===== config.mk =====
export PLATFORM = sky130hd
export DESIGN_NAME = linear_diophantine_solver
export DESIGN_NICKNAME = d
export VERILOG_FILES = /design/src/rtl/ldsv_pkg.sv /design/src/rtl/ldsv_div.sv /design/src/rtl/ldsv_mul.sv /design/src/rtl/linear_diophantine_solver.sv
export SDC_FILE = /design/constraint.sdc
export NUM_CORES = 2
export LEC_CHECK = 0
export BUFFER_PORTS_ARGS = -buffer_cell sky130_fd_sc_hd__buf_4
export CAP_MARGIN = 20
export CORE_MARGIN = 1.5
export CORE_UTILIZATION = 55
export CTS_CLUSTER_DIAMETER = 30
export DETAILED_ROUTE_END_ITERATION = 12
export PLACE_DENSITY = 0.81
export SYNTH_ARGS = -nofsm -noshare
export SYNTH_HDL_FRONTEND = slang
export SYNTH_SLANG_ARGS = --single-unit

===== constraint.sdc =====
create_clock -name clk -period 11.7 [get_ports clk]
set_clock_uncertainty 0.2 [all_clocks]
set_input_delay 2.34 -clock clk [delete_from_list [all_inputs] [get_ports clk]]
set_output_delay 2.34 -clock clk [all_outputs]
set_load 0.02 [all_outputs]

===== src/rtl/ldsv_pkg.sv =====
// Shared types and codes for the linear Diophantine solver.
`default_nettype none

package ldsv_pkg;

	// Result status codes
	localparam logic [1:0] ST_ONE  = 2'd0;
	localparam logic [1:0] ST_NONE = 2'd1;
	localparam logic [1:0] ST_INF  = 2'd2;

	// Input item: a*x + b*y = c
	typedef struct packed {
		logic signed [31:0] a_coef;
		logic signed [31:0] b_coef;
		logic signed [31:0] c_value;
	} in_item_t;

	// Result item
	typedef struct packed {
		logic        [1:0]  status;
		logic        [31:0] gcd_value;
		logic signed [63:0] x_solution;
		logic signed [63:0] y_solution;
	} out_item_t;

	// Divider status toward the sequencer
	typedef struct packed {
		logic busy;
		logic done;
	} div_stat_t;

endpackage

`default_nettype wire


===== src/rtl/ldsv_div.sv =====
// Restoring unsigned divider, one quotient bit per cycle.
`default_nettype none

module ldsv_div #(
	parameter int WIDTH = 32
) (
	input  wire logic                clk,
	input  wire logic                arst_n,
	input  wire logic                start,
	input  wire logic [WIDTH-1:0]    dividend,
	input  wire logic [WIDTH-1:0]    divisor,
	output ldsv_pkg::div_stat_t      stat,
	output logic      [WIDTH-1:0]    quotient,
	output logic      [WIDTH-1:0]    remainder
);

	localparam int CW = $clog2(WIDTH + 1);

	logic [WIDTH-1:0] rem_q;
	logic [WIDTH-1:0] dq_q;
	logic [WIDTH-1:0] dv_q;
	logic [CW-1:0]    cnt_q;
	logic             busy_q;
	logic             done_q;
	logic [WIDTH:0]   rem_sh;
	logic [WIDTH:0]   rem_diff;
	logic             fits;

	// Shift in the next dividend bit and trial-subtract the divisor
	always_comb begin
		rem_sh   = {rem_q, dq_q[WIDTH-1]};
		rem_diff = rem_sh - {1'b0, dv_q};
		fits     = (rem_sh >= {1'b0, dv_q});
	end

	// Control
	always_ff @(posedge clk or negedge arst_n) begin
		if (!arst_n) begin
			busy_q <= 1'b0;
			done_q <= 1'b0;
			cnt_q  <= '0;
		end else begin
			done_q <= 1'b0;
			if (start) begin
				busy_q <= 1'b1;
				cnt_q  <= CW'(WIDTH);
			end else if (busy_q) begin
				cnt_q <= cnt_q - 1'b1;
				if (cnt_q == CW'(1)) begin
					busy_q <= 1'b0;
					done_q <= 1'b1;
				end
			end
		end
	end

	// Datapath
	always_ff @(posedge clk) begin
		if (start) begin
			rem_q <= '0;
			dq_q  <= dividend;
			dv_q  <= divisor;
		end else if (busy_q) begin
			rem_q <= fits ? rem_diff[WIDTH-1:0] : rem_sh[WIDTH-1:0];
			dq_q  <= {dq_q[WIDTH-2:0], fits};
		end
	end

	assign stat.busy = busy_q;
	assign stat.done = done_q;
	assign quotient  = dq_q;
	assign remainder = rem_q;

endmodule

`default_nettype wire


===== src/rtl/ldsv_mul.sv =====
// Unsigned multiplier with a registered product.
`default_nettype none

module ldsv_mul #(
	parameter int WIDTH = 32
) (
	input  wire logic               clk,
	input  wire logic [WIDTH-1:0]   op_a,
	input  wire logic [WIDTH-1:0]   op_b,
	output logic      [2*WIDTH-1:0] prod
);

	logic [2*WIDTH-1:0] prod_q;

	always_ff @(posedge clk) begin
		prod_q <= (2*WIDTH)'(op_a) * (2*WIDTH)'(op_b);
	end

	assign prod = prod_q;

endmodule

`default_nettype wire


===== src/rtl/linear_diophantine_solver.sv =====
// Top level: sequencer around a shared divider and multiplier.
`default_nettype none

// Solves a*x + b*y = c for one particular integer pair. Each field is taken
// as its low WIDTH bits, sign-extended. The extended Euclidean algorithm runs
// on |a| and |b|. Every Euclid step uses the bit-serial divider for the
// quotient, then the shared multiplier twice to update the Bezout
// coefficients. A final division of |c| by the gcd and two multiplies give x
// and y; the multiplies are skipped when the gcd does not divide c. At
// WIDTH=32 there are at most 45 Euclid steps. When both coefficients are zero
// the sequencer goes from idle straight to the done state.
// in_ready is high only while no item is in work. It comes back in the same
// cycle that the result appears in the output register. A finished result
// waits in the output register, and the next item may be accepted meanwhile.
// A second finished result waits until the receiver takes the first one, and
// in_ready stays low during that wait.
module linear_diophantine_solver #(
	parameter int WIDTH = 32
) (
	input  wire logic                 clk,
	input  wire logic                 arst_n,
	input  wire logic                 in_valid,
	output logic                      in_ready,
	input  wire ldsv_pkg::in_item_t   in_item,
	output logic                      out_valid,
	input  wire logic                 out_ready,
	output ldsv_pkg::out_item_t       out_item
);

	typedef enum logic [3:0] {
		S_IDLE, S_LOOP, S_DIV, S_MULS, S_MULT, S_UPD,
		S_FDIV, S_MULX, S_MULY, S_FINY, S_DONE
	} state_t;

	state_t              state_q;
	logic                out_valid_q;
	ldsv_pkg::out_item_t out_item_q;

	// Euclid working registers; s and t are two's complement in WIDTH+1 bits
	logic [WIDTH-1:0] r0_q, r1_q, rn_q, q_q, k_q, c_mag_q, g_q;
	logic [WIDTH:0]   s0_q, s1_q, t0_q, t1_q;
	logic             a_neg_q, b_neg_q, c_neg_q;
	logic [1:0]       status_q;
	logic [63:0]      x_q, y_q;

	// Input decode
	logic [WIDTH-1:0] a_w, b_w, c_w, a_mag, b_mag, c_mag;
	logic [WIDTH-1:0] one_w;
	logic             in_acc;

	assign one_w = {{(WIDTH-1){1'b0}}, 1'b1};
	assign a_w   = in_item.a_coef[WIDTH-1:0];
	assign b_w   = in_item.b_coef[WIDTH-1:0];
	assign c_w   = in_item.c_value[WIDTH-1:0];
	assign a_mag = a_w[WIDTH-1] ? (~a_w + one_w) : a_w;
	assign b_mag = b_w[WIDTH-1] ? (~b_w + one_w) : b_w;
	assign c_mag = c_w[WIDTH-1] ? (~c_w + one_w) : c_w;
	assign in_acc = in_valid && in_ready;

	// Magnitudes of the coefficient registers
	logic [WIDTH:0]   one_s;
	logic [WIDTH:0]   s0_abs, s1_abs, t0_abs, t1_abs;

	assign one_s  = {{WIDTH{1'b0}}, 1'b1};
	assign s0_abs = s0_q[WIDTH] ? (~s0_q + one_s) : s0_q;
	assign s1_abs = s1_q[WIDTH] ? (~s1_q + one_s) : s1_q;
	assign t0_abs = t0_q[WIDTH] ? (~t0_q + one_s) : t0_q;
	assign t1_abs = t1_q[WIDTH] ? (~t1_q + one_s) : t1_q;

	// Shared divider
	logic                div_start;
	logic [WIDTH-1:0]    div_num, div_den, div_quo, div_rem;
	ldsv_pkg::div_stat_t div_stat;

	assign div_start = (state_q == S_LOOP);
	assign div_num   = (r1_q == '0) ? c_mag_q : r0_q;
	assign div_den   = (r1_q == '0) ? r0_q : r1_q;

	ldsv_div #(.WIDTH(WIDTH)) u_div (
		.clk       (clk),
		.arst_n    (arst_n),
		.start     (div_start),
		.dividend  (div_num),
		.divisor   (div_den),
		.stat      (div_stat),
		.quotient  (div_quo),
		.remainder (div_rem)
	);

	// Shared multiplier, operands picked by the sequencer state
	logic [WIDTH-1:0]   mul_a, mul_b;
	logic [2*WIDTH-1:0] mul_p;
	logic [WIDTH:0]     p_low;
	logic [63:0]        p64;

	always_comb begin
		mul_a = '0;
		mul_b = '0;
		case (state_q)
			S_MULS: begin
				mul_a = q_q;
				mul_b = s1_abs[WIDTH-1:0];
			end
			S_MULT: begin
				mul_a = q_q;
				mul_b = t1_abs[WIDTH-1:0];
			end
			S_MULX: begin
				mul_a = k_q;
				mul_b = s0_abs[WIDTH-1:0];
			end
			S_MULY: begin
				mul_a = k_q;
				mul_b = t0_abs[WIDTH-1:0];
			end
			default: begin
				mul_a = '0;
				mul_b = '0;
			end
		endcase
	end

	ldsv_mul #(.WIDTH(WIDTH)) u_mul (
		.clk  (clk),
		.op_a (mul_a),
		.op_b (mul_b),
		.prod (mul_p)
	);

	assign p_low = mul_p[WIDTH:0];
	assign p64   = 64'(mul_p);

	// A finished result moves out once the output register is free
	logic out_load;

	assign out_load = (state_q == S_DONE) && (!out_valid_q || out_ready);

	// Sequencer and output register
	always_ff @(posedge clk or negedge arst_n) begin
		if (!arst_n) begin
			state_q     <= S_IDLE;
			out_valid_q <= 1'b0;
			out_item_q  <= '0;
		end else begin
			if (out_load) begin
				out_valid_q <= 1'b1;
			end else if (out_ready) begin
				out_valid_q <= 1'b0;
			end
			case (state_q)
				S_IDLE: begin
					if (in_acc) begin
						state_q <= (a_w == '0 && b_w == '0) ? S_DONE : S_LOOP;
					end
				end
				S_LOOP: begin
					state_q <= (r1_q == '0) ? S_FDIV : S_DIV;
				end
				S_DIV: begin
					if (div_stat.done) begin
						state_q <= S_MULS;
					end
				end
				S_MULS: state_q <= S_MULT;
				S_MULT: state_q <= S_UPD;
				S_UPD:  state_q <= S_LOOP;
				S_FDIV: begin
					if (div_stat.done) begin
						state_q <= (div_rem != '0) ? S_DONE : S_MULX;
					end
				end
				S_MULX: state_q <= S_MULY;
				S_MULY: state_q <= S_FINY;
				S_FINY: state_q <= S_DONE;
				S_DONE: begin
					if (out_load) begin
						out_item_q.status     <= status_q;
						out_item_q.gcd_value  <= 32'(g_q);
						out_item_q.x_solution <= x_q;
						out_item_q.y_solution <= y_q;
						state_q               <= S_IDLE;
					end
				end
				default: state_q <= S_IDLE;
			endcase
		end
	end

	// Euclid datapath
	always_ff @(posedge clk) begin
		case (state_q)
			S_IDLE: begin
				if (in_acc) begin
					a_neg_q  <= a_w[WIDTH-1];
					b_neg_q  <= b_w[WIDTH-1];
					c_neg_q  <= c_w[WIDTH-1];
					c_mag_q  <= c_mag;
					r0_q     <= a_mag;
					r1_q     <= b_mag;
					s0_q     <= one_s;
					s1_q     <= '0;
					t0_q     <= '0;
					t1_q     <= one_s;
					g_q      <= '0;
					x_q      <= '0;
					y_q      <= '0;
					status_q <= (a_w == '0 && b_w == '0 && c_w == '0) ?
						ldsv_pkg::ST_INF : ldsv_pkg::ST_NONE;
				end
			end
			S_LOOP: begin
				if (r1_q == '0) begin
					g_q <= r0_q;
				end
			end
			S_DIV: begin
				if (div_stat.done) begin
					q_q  <= div_quo;
					rn_q <= div_rem;
				end
			end
			// product is q*|s1|
			S_MULT: begin
				s0_q <= s1_q;
				s1_q <= s1_q[WIDTH] ? (s0_q + p_low) : (s0_q - p_low);
			end
			// product is q*|t1|
			S_UPD: begin
				t0_q <= t1_q;
				t1_q <= t1_q[WIDTH] ? (t0_q + p_low) : (t0_q - p_low);
				r0_q <= r1_q;
				r1_q <= rn_q;
			end
			S_FDIV: begin
				if (div_stat.done) begin
					k_q <= div_quo;
					status_q <= (div_rem != '0) ? ldsv_pkg::ST_NONE : ldsv_pkg::ST_ONE;
				end
			end
			// product is |s0|*|c/g|
			S_MULY: begin
				x_q <= (s0_q[WIDTH] ^ c_neg_q ^ a_neg_q) ? (64'(0) - p64) : p64;
			end
			// product is |t0|*|c/g|
			S_FINY: begin
				y_q <= (t0_q[WIDTH] ^ c_neg_q ^ b_neg_q) ? (64'(0) - p64) : p64;
			end
			default: begin
			end
		endcase
	end

	assign in_ready  = (state_q == S_IDLE);
	assign out_valid = out_valid_q;
	assign out_item  = out_item_q;

	// Only the one-solution status carries a nonzero pair
	assert property (@(posedge clk) disable iff (!arst_n)
		(out_valid && out_item.status != ldsv_pkg::ST_ONE) |->
		(out_item.x_solution == 64'(0) && out_item.y_solution == 64'(0)))
		else $error("nonzero solution with status other than one solution");

	// Infinite solutions only arise with a zero gcd
	assert property (@(posedge clk) disable iff (!arst_n)
		(out_valid && out_item.status == ldsv_pkg::ST_INF) |->
		(out_item.gcd_value == 32'(0)))
		else $error("infinite status with nonzero gcd");

	// The divider is never restarted while it is working
	assert property (@(posedge clk) disable iff (!arst_n)
		div_start |-> !div_stat.busy)
		else $error("divider started while busy");

	// An accepted item keeps the block busy for the next cycle
	assert property (@(posedge clk) disable iff (!arst_n)
		in_acc |=> !in_ready)
		else $error("ready right after an accepted item");

endmodule

`default_nettype wire

# Word-level counts from Yosys, hierarchy flattened
# Index checks and enable logic that the tools add are counted.
[word_totals]
register_bits = 824
latchBits = 0
mem_bits_rw = 0
romBits = 0
input_bits = 100
output_inout_bits = 164
elab_cells = 164
n_memories = 0
[op_classes]
addsub = 14
multipliers = 1
div = 0
n_lt_le_gt_ge = 1
n_eq_ne = 16
shift = 0
mux = 57
bitwise = 11
n_reduce_logical = 33
[op_table]
columns = ["op", "n"]
rows = [
  ["32-bit two-way mux", 15],
  ["33-bit case mux with 2 select lines", 4],
  ["32-bit case mux with 2 select lines", 4],
  ["64-bit case mux with 2 select lines", 2],
  ["32-bit by 1-bit adder with 32-bit output, second input constant", 7],
  ["32-bit NOT", 7],
  ["64-bit two-way mux", 3],
  ["33-bit two-way mux", 4],
  ["32-bit zero test", 4],
  ["32-bit case mux with 4 select lines", 1],
  ["33-bit adder", 2],
  ["33-bit subtractor", 2],
  ["32-bit by 32-bit multiplier with 64-bit output", 1],
  ["1-bit by 64-bit subtractor with 64-bit output, first input constant", 1],
  ["4-bit case mux with 11 select lines", 1],
  ["33-bit by 32-bit >= comparator with 1-bit output", 1],
  ["32-bit nonzero test", 1],
  ["32-bit subtractor", 1],
  ["31-bit two-way mux", 1],
  ["4-bit two-way mux", 6],
  ["4-bit by 3-bit equality test with 1-bit output, second input constant", 4],
  ["2-bit AND reduction", 8],
  ["2-bit nonzero test", 8],
  ["4-bit equality test, second input constant", 3],
  ["other kinds (19)", 42],
]

# Logic depth before layout (Yosys ltp)
[logic_depth]
word_depth = 6
mapped_depth = 38
mapped_depth_nobuf = 36

# Hierarchy
# From an unflattened synthesis, not the netlist that was laid out.
[unflattened]
hier_cells = 7761
hier_area_um2 = 77250.3
[by_module_without_submodules]
columns = ["module", "n_inst", "cells_per_inst", "area_per_inst_um2", "seq_area_each_um2"]
rows = [
  ["linear_diophantine_solver", 1, 3300, 36012.0, 18863.1],
  ["ldsv_mul", 1, 3835, 34904.7, 1281.2],
  ["ldsv_div", 1, 626, 6333.6, 2762.6],
]

# Worst setup path before layout
# No wires, ideal clock.
[synth_timing]
path_kind = "register to register"
from = "reg t0_q[4]"
to = "reg u_mul.prod_q[59], in the netlist u_mul.prod[59]"
setup_ns = 0.072
t_arrival_ns = 9.842
t_required_ns = 11.428
path_slack_ns = 1.587
stages_incl_launch_ff = 33
n_path_buf = 3
path_cell_list = "edfxtp_1 > or4_1 > or3_1 > or2_2 > or3_1 > o21ai_1 > and3_1 > o21ai_0 > nand3_1 > clkbuf_1 > clkbuf_1 > nand2_1 > fa_1 > inv_1 > fa_1 > fa_1 > fa_1 > fa_1 > fa_1 > fa_1 > inv_1 > fa_1 > inv_1 > ha_1 > clkbuf_1 > nand3_1 > or3_1 > a2111oi_0 > nor2_1 > o31a_1 > o21ba_2 > o21ai_0 > xor2_1"
[synth_between]
elab_chain_cells = 5
[synth_lines]
columns = ["element", "line", "text"]
rows = [
  ["from (decl)", "linear_diophantine_solver.sv:41", "logic [WIDTH:0] s0_q, s1_q, t0_q, t1_q;"],
  ["from (signal assigned)", "linear_diophantine_solver.sv:229", "t0_q <= t1_q;"],
  ["32-bit NOT", "linear_diophantine_solver.sv:67", "assign t0_abs = t0_q[WIDTH] ? (~t0_q + one_s) : t0_q;"],
  ["32-bit by 1-bit adder with 32-bit output", "linear_diophantine_solver.sv:67", ""],
  ["32-bit two-way mux *", "linear_diophantine_solver.sv:67", ""],
  ["32-bit case mux with 4 select lines *", "linear_diophantine_solver.sv:99", "case (state_q)"],
  ["32-bit by 32-bit multiplier with 64-bit output *", "ldsv_mul.sv:16", "prod_q <= (2*WIDTH)'(op_a) * (2*WIDTH)'(op_b);"],
  ["to (signal assigned)", "ldsv_mul.sv:16", ""],
  ["to (decl)", "ldsv_mul.sv:13", "logic [2*WIDTH-1:0] prod_q;"],
]
# Every way passes the cells marked *; elsewhere a longest branch is shown, timed or not.
# A chain may end at the register's enable or synchronous reset.

# Worst setup path in the final report
[layout_timing]
from = "reg s0_q[4]"
to = "reg u_mul.prod_q[56], in the netlist u_mul.prod[56]"
[layout_between]
elab_chain_cells = 5
[layout_lines]
columns = ["element", "line", "text"]
rows = [
  ["from (decl)", "linear_diophantine_solver.sv:41", ""],
  ["from (signal assigned)", "linear_diophantine_solver.sv:200", "s0_q <= one_s;"],
  ["from (signal assigned)", "linear_diophantine_solver.sv:224", "s0_q <= s1_q;"],
  ["32-bit NOT", "linear_diophantine_solver.sv:65", "assign s0_abs = s0_q[WIDTH] ? (~s0_q + one_s) : s0_q;"],
  ["32-bit by 1-bit adder with 32-bit output", "linear_diophantine_solver.sv:65", ""],
  ["32-bit two-way mux *", "linear_diophantine_solver.sv:65", ""],
  ["32-bit case mux with 4 select lines *", "linear_diophantine_solver.sv:99", ""],
  ["32-bit by 32-bit multiplier with 64-bit output *", "ldsv_mul.sv:16", ""],
]
# Marks and branches as above.

==> out/qor.yml <==
syn_avg_cell_area_um2: 9.695
cts-resized-gates: 0
drc: 0
arrival_ns: 11.66
insertion_delay_ns: 0.78
nFillCells: 10750
rsz0062_at_grt: "false"
yosysUniqueCellTypes: 86
synth_seq_area_share_pct: 30.50
min_period_ns: 11.23
synth_xor_area_share_pct: 5.130
io_buffers: 263
netSwitchingPower_mw: 12.47
cts_hold_buf: 0
finish.utilization_pct: 62.72
synthAdderAreaFrac_pct: 30.11
slew_headroom_pct: 15.42
end_kind: "register"
via_per_inst: 6.054
switching_share_pct: 49.38
cts-root-buf: "clkbuf_16"
syn_area_um2: 75120
ios: 264
final_common_cell: "inv_1"
dieArea_um2: 138800
grt_use_total_pct: 34.36
leakagePower_nw: 38.60
cap_violations: 0
layout_setup_ws_ns: 0.4665
drt_iter0_markers: 6474
wl_mm: 237.1
syn_to_final_growth_pct: 13.11
cpMaxStageDelayCell: "or4_1"
synthesis.instances: 7748
critPathLaunchType: "register"
die_x_um: 372.6
synth_compound_area_share_pct: 9.688
dp_cells: 9547
outcome: "completed"
crit_buf_inv: 4
combPwrFrac_pct: 59.8
grt_overflow_total: 0
dr.pass1.iters: 7
synth_simple_gate_area_share_pct: 13.87
synth_top_family_by_area: "adder cells"
worst_slew_pin_slew_ns: 1.269
async_flop_share_pct: 21.24
fin_cells: 9848
grt_max_degree: 117
muxShareOfSynthArea_pct: 3.100
detail_route.wl_per_cell_um: 24.08
clk_transition_reported_paths_ns: 0.05
start_util_pct: 55.45
p_per_area_nw_per_um2: 297.3
max_freq_mhz: 89.02
nets: 9294
drive_gt1_share_pct: 11.94
cp.required_ns: 12.13
core-area_um2: 135500
ys_warn_count: 0
crit_family: "adder cells"
drtAntennaViolNets: 0
cp_max_fo: 24
die_h_um: 372.6
seqPwrFrac_pct: 21.5
num_vias: 59620
max-clock-path-buffers: 3
routabilityCongestion: 0.9779
cts_buffers: 157
cts_setup_buffers: 0
path_common_cell: "fa_1"
dp_hpwl_mm: 182.4
period_share_pct: 96.01
design_area_um2: 84960
grt_pass1_wl_mm: 359.6
postPlaceCellArea_um2: 79310
antenna_found_initial: 5
mostFrequentLayoutCells: "inv_1, fa_1, nand2_1"
synth-edff-count: 553
crit_type: "register to register"
final.setup.tns_ns: 0
place_ws_ns: 0.6406
finalSetupViolCount: 0
drv_slew: 0
syn_nets: 9116
clkPwrFrac_pct: 18.7
num_rows: 135
ys_ff_latch: 824
tritoncts: "done"
clock_sinks: 824
grt_pass1_vias: 60330
p_int_mw: 12.78
finalPower_mw: 25.26
max_stage_delay_ns: 0.65
htreeDepth: 4
hold_violations: 0
hold_path_class: "register to register"
whs_ns: 0.2633
synth_ff_type: "edfxtp_1"
ir_drop_v: 0.0001893
flip-flops by register name, summed over array words and instances (netlist names), 33 cells and up:
register and flops:
out_item 162, u_mul.prod 64, x_q 64, y_q 64, s0_q 33, s1_q 33
t0_q 33, t1_q 33
logic make-up after synthesis:
group,count (synthesis)
simple gates,2306
buf+inv,1517
fa+ha+maj,1268
compound gates,1181
flops,824
xor+xnor,440
mux,212
synth_stat cells (all sizes together), types with 29 or more instances:
cell type | n | area, um^2
a21o | 105 | 788.3
a21oi | 313 | 1567
a22o | 32 | 280.3
a22oi | 44 | 330.3
and2 | 33 | 206.5
and3 | 128 | 800.8
buf | 31 | 125.1
clkbuf | 383 | 1448
dfrtp | 175 | 4379
dfxtp | 96 | 1922
edfxtp | 553 | 16610
fa | 899 | 18000
ha | 369 | 4617
inv | 1102 | 4136
mux2 | 165 | 1858
mux2i | 47 | 470.5
nand2 | 850 | 3191
nand2b | 57 | 356.6
nand3 | 50 | 250.2
nand4 | 32 | 200.2
nor2 | 758 | 2845
nor3 | 70 | 350.3
nor4 | 41 | 262.8
o21ai | 392 | 1962
o21bai | 30 | 225.2
o22ai | 29 | 181.4
o31ai | 61 | 462.9
o41ai | 31 | 290.3
or3 | 147 | 920.9
or4 | 55 | 429.2
xnor2 | 160 | 1401
xor2 | 280 | 2452
power groups by stage:
stage                     sequential [mW]  clock, mW  combinational (mW)
final                                5.42       4.73                15.1
after global routing                 5.48       4.92                16.4
after CTS                            5.38       4.77                14.8
after detailed placement             5.40          0                14.6
after global placement               5.36          0                14.4
after floorplan                      5.15          0                9.72
metal layers:
metal / routed length, um / vias up / share of wire, % / track usage, %
li1: - / 25820 / - / -
met1: 89380 / 29530 / 38 / 44.17
met5: 27 / - / 0.011 / 0
met3: 26600 / 728 / 11 / 8.373
met2: 106600 / 3542 / 45 / 53.54
met4: 14550 / 4 / 6.1 / 18.91
cell type report:
cell class,count,area [um^2],area share [%]
Multi-Input combinational cell,5407,46770,55.05
Sequential cell,824,22910,26.96
Clock inverter,106,1386,1.632
Clock buffer,190,4237,4.986
Tap cell,1781,2228,2.623
Timing Repair Buffer,434,3284,3.866
Inverter,1102,4136,4.869
Antenna cell,4,10.01,0.01178
worst reg2reg max path: cells and delay by family (launching register included):
family	cells	cell delay, ns
fa+ha+maj	9	4.45
compound gates	10	3.40
simple gates	4	1.59
buf+inv	4	0.60
flops	1	0.48
xor+xnor	2	0.36
worst paths after layout:
kind	cells after the start	end	slack, ns	from
max	29	u_mul.prod[56]	0.47	s0_q[4]
min	1	out_item[18]	0.26	y_q[18]
max reg2reg	29	u_mul.prod[56]	0.47	s0_q[4]
min reg2reg	1	out_item[18]	0.26	y_q[18]
max in group asynchronous	2	u_div.busy_q	8.18	arst_n
min in group asynchronous	1	out_item[124]	1.47	arst_n
No activity file was read; power rests on OpenSTA's default activity.
